### src/rtl/ffha_pkg.sv
// ----------------------------------------------------------------------------
// ffha_pkg
// Shared codes for the first-fit heap allocator.
// ----------------------------------------------------------------------------
package ffha_pkg;

  typedef logic [2:0] status_t;

  localparam status_t ST_ALLOCATED    = 3'd0;
  localparam status_t ST_ZERO_SIZE    = 3'd1;
  localparam status_t ST_NO_SPACE     = 3'd2;
  localparam status_t ST_TABLE_FULL   = 3'd3;
  localparam status_t ST_FREED        = 3'd4;
  localparam status_t ST_FREE_IGNORED = 3'd5;

  localparam logic CMD_ALLOC = 1'b0;
  localparam logic CMD_FREE  = 1'b1;

  localparam logic CFG_BASE_ADDRESS = 1'b0;
  localparam logic CFG_HEAP_BYTES   = 1'b1;

  localparam logic [20:0] HEAP_BYTES_RESET = 21'd1048576;

endpackage

### src/rtl/ffha_ram.sv
// ----------------------------------------------------------------------------
// ffha_ram
// Generic single-write, single-read RAM with registered read data.
// ----------------------------------------------------------------------------
module ffha_ram #(
  parameter int WIDTH = 8,
  parameter int DEPTH = 64
) (
  input  logic                     clk,
  input  logic                     we,
  input  logic [$clog2(DEPTH)-1:0] waddr,
  input  logic [WIDTH-1:0]         wdata,
  input  logic [$clog2(DEPTH)-1:0] raddr,
  output logic [WIDTH-1:0]         rdata
);

  logic [WIDTH-1:0] mem [DEPTH];

  always_ff @(posedge clk) begin
    if (we) begin
      mem[waddr] <= wdata;
    end
    rdata <= mem[raddr];
  end

endmodule

### src/rtl/first_fit_heap_allocator.sv
// ----------------------------------------------------------------------------
// first_fit_heap_allocator
// First-fit heap allocator with coalescing, block table held in one RAM.
// ----------------------------------------------------------------------------
// One request at a time. The block table is walked through a single RAM read
// port, each entry read in S_ARD or S_FRD and checked in S_ACHK or S_FCHK. An
// allocate with no fit in the scanned entries tries to append at the bump
// pointer in S_APP. A free whose block is found checks the next neighbor and
// then the previous one for merging, and each merge shifts later entries down
// with a read and a write of each later entry. in_stall stays high from
// acceptance until the result beat has been taken. Configuration writes are
// accepted at any time but must only be issued while no request is in flight.
module first_fit_heap_allocator #(
  parameter int MAX_BLOCKS     = 64,
  parameter int HEADER_BYTES   = 16,
  parameter int MAX_HEAP_BYTES = 1048576
) (
  input  logic                  clk,
  input  logic                  rst_n,
  input  logic                  in_valid,
  output logic                  in_stall,
  input  logic                  in_cmd,
  input  logic [20:0]           in_req_size,
  input  logic [31:0]           in_free_addr,
  output logic                  out_valid,
  input  logic                  out_stall,
  output logic [31:0]           out_result_addr,
  output ffha_pkg::status_t     out_status,
  input  logic                  cfg_valid,
  output logic                  cfg_ready,
  input  logic                  cfg_index,
  input  logic [31:0]           cfg_data
);
  import ffha_pkg::*;

  localparam int OW = $clog2(MAX_HEAP_BYTES + 1);
  localparam int SW = (OW > 22) ? OW : 22;
  localparam int LW = SW + 2;
  localparam int IW = $clog2(MAX_BLOCKS);
  localparam int CW = $clog2(MAX_BLOCKS + 1);
  localparam int EW = 1 + SW + OW;

  typedef struct packed {
    logic          is_free;
    logic [SW-1:0] size;
    logic [OW-1:0] start;
  } entry_t;

  typedef enum logic [3:0] {
    S_IDLE, S_ARD, S_ACHK, S_APP, S_FRD, S_FCHK, S_FNEXT, S_FNCHK,
    S_FPREV, S_PCHK, S_DRD, S_DWR, S_OUT
  } state_t;

  state_t        state_r;
  logic [31:0]   base_r;
  logic [20:0]   heap_r;
  logic [CW-1:0] count_r;
  logic [OW-1:0] bump_r;
  logic [CW-1:0] i_r;
  logic [CW-1:0] idx_r;
  logic [CW-1:0] k_r;
  logic          drop_last_r;
  logic [SW-1:0] need_r;
  logic [31:0]   addr_r;
  logic [OW-1:0] cur_start_r;
  logic [SW-1:0] cur_size_r;
  logic [31:0]   res_addr_r;
  status_t       status_r;

  logic          ram_we;
  logic [IW-1:0] ram_waddr;
  entry_t        ram_wdata;
  logic [IW-1:0] ram_raddr;
  logic [EW-1:0] ram_rdata;
  entry_t        rd;

  logic [CW-1:0] idx_p1;
  logic [CW-1:0] idx_m1;
  logic [CW-1:0] k_p1;
  logic [31:0]   rd_paddr;
  logic          alloc_hit;
  logic [SW-1:0] merged_size;
  logic [SW-1:0] prev_merged;
  logic [LW-1:0] app_sum;
  logic [LW-1:0] limit;
  logic          app_fits;
  logic          tbl_full;
  logic [SW-1:0] need_nxt;

  assign rd          = entry_t'(ram_rdata);
  assign idx_p1      = idx_r + CW'(1);
  assign idx_m1      = idx_r - CW'(1);
  assign k_p1        = k_r + CW'(1);
  assign rd_paddr    = base_r + 32'(rd.start) + 32'(HEADER_BYTES);
  assign alloc_hit   = rd.is_free && (rd.size >= need_r);
  assign merged_size = SW'(cur_size_r + SW'(HEADER_BYTES) + rd.size);
  assign prev_merged = SW'(rd.size + SW'(HEADER_BYTES) + cur_size_r);
  assign app_sum     = LW'(bump_r) + LW'(need_r) + LW'(HEADER_BYTES);
  assign limit       = (LW'(heap_r) > LW'(MAX_HEAP_BYTES)) ? LW'(MAX_HEAP_BYTES)
                                                          : LW'(heap_r);
  assign app_fits    = (app_sum <= limit);
  assign tbl_full    = (count_r == CW'(MAX_BLOCKS));
  // round up to a multiple of 8
  assign need_nxt    = (SW'(in_req_size) + SW'(7)) & ~SW'(7);

  assign in_stall        = (state_r != S_IDLE);
  assign out_valid       = (state_r == S_OUT);
  assign out_result_addr = res_addr_r;
  assign out_status      = status_r;
  assign cfg_ready       = 1'b1;

  always_comb begin
    ram_we    = 1'b0;
    ram_waddr = idx_r[IW-1:0];
    ram_wdata = '{is_free: 1'b1, size: cur_size_r, start: cur_start_r};
    ram_raddr = i_r[IW-1:0];
    unique case (state_r)
      S_ACHK: begin
        ram_waddr = i_r[IW-1:0];
        ram_wdata = '{is_free: 1'b0, size: rd.size, start: rd.start};
        ram_we    = alloc_hit;
      end
      S_APP: begin
        ram_waddr = count_r[IW-1:0];
        ram_wdata = '{is_free: 1'b0, size: need_r, start: bump_r};
        ram_we    = app_fits && !tbl_full;
      end
      S_FNEXT: begin
        ram_raddr = idx_p1[IW-1:0];
        ram_we    = !(idx_p1 < count_r);
      end
      S_FNCHK: begin
        ram_we    = 1'b1;
        ram_wdata = '{is_free: 1'b1,
                      size: rd.is_free ? merged_size : cur_size_r,
                      start: cur_start_r};
      end
      S_FPREV: ram_raddr = idx_m1[IW-1:0];
      S_PCHK: begin
        ram_waddr = idx_m1[IW-1:0];
        ram_wdata = '{is_free: 1'b1, size: prev_merged, start: rd.start};
        ram_we    = rd.is_free;
      end
      S_DRD: ram_raddr = k_p1[IW-1:0];
      S_DWR: begin
        ram_waddr = k_r[IW-1:0];
        ram_wdata = rd;
        ram_we    = 1'b1;
      end
      default: ;
    endcase
  end

  ffha_ram #(
    .WIDTH (EW),
    .DEPTH (MAX_BLOCKS)
  ) u_table (
    .clk   (clk),
    .we    (ram_we),
    .waddr (ram_waddr),
    .wdata (ram_wdata),
    .raddr (ram_raddr),
    .rdata (ram_rdata)
  );

  always_ff @(posedge clk) begin
    if (!rst_n) begin
      state_r  <= S_IDLE;
      base_r   <= '0;
      heap_r   <= HEAP_BYTES_RESET;
      count_r  <= '0;
      bump_r   <= '0;
    end else begin
      if (cfg_valid && cfg_ready) begin
        unique case (cfg_index)
          CFG_BASE_ADDRESS: base_r <= cfg_data;
          CFG_HEAP_BYTES:   heap_r <= cfg_data[20:0];
          default: ;
        endcase
      end
      unique case (state_r)
        S_IDLE: begin
          if (in_valid) begin
            need_r     <= need_nxt;
            addr_r     <= in_free_addr;
            i_r        <= '0;
            res_addr_r <= '0;
            if (in_cmd == CMD_ALLOC) begin
              if (in_req_size == '0) begin
                status_r <= ST_ZERO_SIZE;
                state_r  <= S_OUT;
              end else begin
                state_r <= S_ARD;
              end
            end else if (in_free_addr == '0) begin
              status_r <= ST_FREE_IGNORED;
              state_r  <= S_OUT;
            end else begin
              state_r <= S_FRD;
            end
          end
        end
        S_ARD: state_r <= (i_r == count_r) ? S_APP : S_ACHK;
        S_ACHK: begin
          if (alloc_hit) begin
            res_addr_r <= rd_paddr;
            status_r   <= ST_ALLOCATED;
            state_r    <= S_OUT;
          end else begin
            i_r     <= i_r + CW'(1);
            state_r <= S_ARD;
          end
        end
        S_APP: begin
          if (!app_fits) begin
            status_r <= ST_NO_SPACE;
          end else if (tbl_full) begin
            status_r <= ST_TABLE_FULL;
          end else begin
            res_addr_r <= base_r + 32'(bump_r) + 32'(HEADER_BYTES);
            status_r   <= ST_ALLOCATED;
            count_r    <= count_r + CW'(1);
            bump_r     <= OW'(app_sum);
          end
          state_r <= S_OUT;
        end
        S_FRD: begin
          if (i_r == count_r) begin
            status_r <= ST_FREE_IGNORED;
            state_r  <= S_OUT;
          end else begin
            state_r <= S_FCHK;
          end
        end
        S_FCHK: begin
          if (rd_paddr == addr_r) begin
            idx_r       <= i_r;
            cur_start_r <= rd.start;
            cur_size_r  <= rd.size;
            state_r     <= S_FNEXT;
          end else begin
            i_r     <= i_r + CW'(1);
            state_r <= S_FRD;
          end
        end
        S_FNEXT: state_r <= (idx_p1 < count_r) ? S_FNCHK : S_FPREV;
        S_FNCHK: begin
          if (rd.is_free) begin
            cur_size_r  <= merged_size;
            k_r         <= idx_p1;
            drop_last_r <= 1'b0;
            state_r     <= S_DRD;
          end else begin
            state_r <= S_FPREV;
          end
        end
        S_FPREV: begin
          if (idx_r != '0) begin
            state_r <= S_PCHK;
          end else begin
            status_r <= ST_FREED;
            state_r  <= S_OUT;
          end
        end
        S_PCHK: begin
          if (rd.is_free) begin
            k_r         <= idx_r;
            drop_last_r <= 1'b1;
            state_r     <= S_DRD;
          end else begin
            status_r <= ST_FREED;
            state_r  <= S_OUT;
          end
        end
        // shift later entries down by one over the dropped slot
        S_DRD: begin
          if (k_p1 < count_r) begin
            state_r <= S_DWR;
          end else begin
            count_r <= count_r - CW'(1);
            if (drop_last_r) begin
              status_r <= ST_FREED;
              state_r  <= S_OUT;
            end else begin
              state_r <= S_FPREV;
            end
          end
        end
        S_DWR: begin
          k_r     <= k_p1;
          state_r <= S_DRD;
        end
        S_OUT: if (!out_stall) state_r <= S_IDLE;
        default: state_r <= S_IDLE;
      endcase
    end
  end

endmodule

### config.mk
export PLATFORM = sky130hd
export DESIGN_NAME = first_fit_heap_allocator
export DESIGN_NICKNAME = d
export VERILOG_FILES = /design/src/rtl/ffha_pkg.sv /design/src/rtl/ffha_ram.sv /design/src/rtl/first_fit_heap_allocator.sv
export SDC_FILE = /design/constraint.sdc
export NUM_CORES = 2
export LEC_CHECK = 0
export BUFFER_PORTS_ARGS = -buffer_cell sky130_fd_sc_hd__buf_2
export CAP_MARGIN = 25
export CORE_MARGIN = 3
export CORE_UTILIZATION = 46
export DETAILED_ROUTE_END_ITERATION = 10
export HOLD_SLACK_MARGIN = 0.06
export PLACE_DENSITY_LB_ADDON = 0.25
export SETUP_SLACK_MARGIN = 0.2
export SLEW_MARGIN = 30
export SYNTH_ARGS = -nofsm -noshare
export SYNTH_HDL_FRONTEND = slang
export SYNTH_SLANG_ARGS = --single-unit
### constraint.sdc
create_clock -name clk -period 13.7 [get_ports clk]
set_clock_uncertainty 0.05 [all_clocks]
set_input_delay 2.055 -clock clk [delete_from_list [all_inputs] [get_ports clk]]
set_output_delay 2.055 -clock clk [all_outputs]
set_load 0.05 [all_outputs]
==> impl_metrics.yaml <==
layout:
  multiInputGateArea_mm2: 0.0355
  final_common_cell: "edfxtp_1"
  syn_to_final_growth_pct: 12.6
  num-fill-cells: 22388
  nNetsFinal: 8870
  layout_common_cells: "edfxtp_1, nand2_1, mux4_2"
  regArea_mm2: 0.0916
  drive_above_1_share_pct: 15.8
timing:
  maxSlewViolCount: 0
  hold_viol: 0
  period_share_pct: 57.9
  relSlewSlack_pct: 24.5
  max_freq_mhz: 126
  worst_pin_slew_ns: 1.13
  setup_violations: 0
  grt_setup_unrepaired: "false"
  fin_setup_tns_ns: 0
  min_period_ns: 7.94
die:
  ioPinCount: 130
  core_region_area_mm2: 0.277
  fp-row-count: 193
  die-area_mm2: 0.286
  initial_core_util_pct: 46.4
  die_h_um: 535
  die_w_um: 535
synthesis:
  synthCells: 8414
  syn-cell-area_mm2: 0.129
  syn_nets: 8724
  synth-seq-cells: 3093
  synth_edf_count: 2967
  async_reset_ff_share_pct: 0
  yosysSeqAreaShare_pct: 71.1
  synth.distinct_cells: 91
  syn_area_per_cell_um2: 15.3
  synth_ff_type: "edfxtp_1"
  ys.warnings.count: 0
clocking:
  cts_sinks: 3093
  cts-root-buf: "clkbuf_16"
  clk_latency_ns: 0.89
  htreeDepth: 5
  cts_buffers: 323
  hold_buffers: 0
  ctsResizeCount: 0
  cts_tree: "yes"
  cts_max_path_buffers: 4
  clk_pin_slew_ns: 0.06
  postCtsSetupBuffers: 0
detailed_routing:
  drt-total-wl_um: 375000
  num_vias: 77997
  route.detailed.drc: 0
  viasPerCell: 6.23
  avgRoutedWirePerCell_um: 30.0
  ant_nets: 0
  drt-initial-drc-count: 11711
  drt_pass1_iterations: 6
worst_setup_path:
  crit_cells: 25
  cp_max_fo: 23
  crit_type: "register to register"
  max_stage_delay_ns: 0.96
  endpoint_kind: "register"
  crit_buf_inv: 5
  cp-start-kind: "register"
  cp_top_family: "simple AND/OR/NAND/NOR gates"
  reg2reg_depth: 25
  crit_arrival_ns: 8.40
  crit_slowest_cell: "nor2_4"
  critPathRequiredTime_ns: 14.16
grt:
  grt_max_degree: 145
  grt_antenna_before_repair: 17
  grt_pass1_vias: 73587
  grt_pass1_wl_um: 537000
  gr-total-overflow: 0
  grt_use_total_pct: 25.6
outcome:
  outcome: "complete, no violations"
power:
  power_density_mw_per_mm2: 190
  p_leak_nw: 48.5
  ir_drop_uv: 128
  power_mw: 27.5
job:
  cap_violations: 0
hold_path:
  hold_depth: 2
  hold_path.class: "register to register"
placement:
  place_congestion: 0.944
  hpwl_um: 225000
  io_buffers: 128
## power breakdown
group	internal, mW	leakage [nW]	total (mW)	switching, mW
registers	11.0	27.7	11.2	0.255
logic	2.34	15.7	7.69	5.35
clock network	4.95	5.05	8.60	3.65
## stage by stage
step,utilization [%],cell area [µm²],worst slack (ns),hold slack (ns),cells
2_1_floorplan,-,129000,6.55,0.374,8414
3_3_place_gp,48.4,134000,5.76,0.394,11931
3_5_place_dp,48.4,134000,5.81,0.400,11932
4_1_cts,52.2,145000,5.79,0.409,12511
5_1_grt,52.3,145000,5.47,0.422,12520
6_report,52.3,145000,5.76,0.409,12529
## worst register-to-register path: stages (launching register included)
cell and delay, ns:
dfxtp_1 0.36, inv_1 0.08, ha_1 0.29, inv_1 0.06, ha_1 0.17, inv_1 0.07
fa_1 0.46, nor2b_1 0.13, o21a_1 0.16, o21ai_1 0.11, a211oi_1 0.45, o21ai_0 0.18
a21boi_0 0.35, nor2_1 0.13, ha_1 0.33, nand4_1 0.11, or2_1 0.27, or4_1 0.58
nor2b_1 0.17, a311oi_2 0.37, o2111ai_2 0.21, o2111ai_2 0.11, buf_4 0.29, nand3_1 0.65
nor2_4 0.96, buf_4 0.53
## layout make-up
class	instances	area share [%]
inverter	109	0.285
tap	3705	3.20
antenna	10	0.0173
multi-input combinational	4703	24.5
sequential	3093	63.2
clock inverter	171	1.14
clock buffer	408	5.95
timing repair buffer	330	1.76
## synth_stat cells (37+ instances only)
cell type	n	share of area [%]
mux4_2	446	7.8
o21ai_0	95	0.37
a31oi_1	97	0.47
mux2i_1	43	0.33
a211oi_1	78	0.45
nor2_1	235	0.68
nand2_1	1742	5.1
a21o_1	56	0.33
ha_1	214	2.1
edfxtp_1	2967	69
and3_1	191	0.93
o21a_1	37	0.22
clkbuf_1	312	0.91
dfxtp_1	126	2.0
nand3_1	343	1.3
xor2_1	68	0.46
a311oi_1	349	2.4
xnor2_1	77	0.52
a21oi_1	200	0.78
inv_1	104	0.30
buf_2	116	0.45
buf_4	43	0.25
nor3_1	41	0.16
## worst paths after layout
path	slack [ns]	startpoint	endpoint
worst max-delay path	5.76	bump_r[4]$_SDFFE_PN0P_	u_table.mem[38][42]$_DFFE_PP_
worst min-delay path	0.41	base_r[4]$_SDFFE_PN0P_	base_r[4]$_SDFFE_PN0P_
worst max register to register	5.76	bump_r[4]$_SDFFE_PN0P_	u_table.mem[38][42]$_DFFE_PP_
worst min register to register	0.41	base_r[4]$_SDFFE_PN0P_	base_r[4]$_SDFFE_PN0P_
## routing by layer
| metal | track usage [%] | part of all wire (%) |
|---|---|---|
| met5 | 0 | 0.0019 |
| met3 | 4.87 | 10 |
| met4 | 7.03 | 2.8 |
| met1 | 38.0 | 41 |
| met2 | 38.7 | 46 |
## flip-flops by register name, summed over array words and instances, names as in the netlist
signal	cells
heap_r	21
base_r	32
state_r	4
u_table.mem	2816
k_r	7
u_table.rdata	44
drop_last_r	1
bump_r	18
count_r	7
out_status	3
cur_start_r	21
need_r	19
i_r	7
idx_r	7
cur_size_r	22
out_result_addr	32
addr_r	32
## cell families (layout without fill, tap and decap cells)
logic type | Yosys count | in the layout | share of synthesized area [%]
compound gates | 1133 | 1133 | 6.41
xor+xnor | 148 | 148 | 1.04
fa+ha+maj | 218 | 218 | 2.14
buf+inv | 618 | 1018 | 2.06
flops | 3093 | 3093 | 71.1
mux | 494 | 494 | 8.18
other cells | 2 | 12 | 0.00583
simple gates | 2708 | 2708 | 9.03
(Power assumes the default switching activity.)
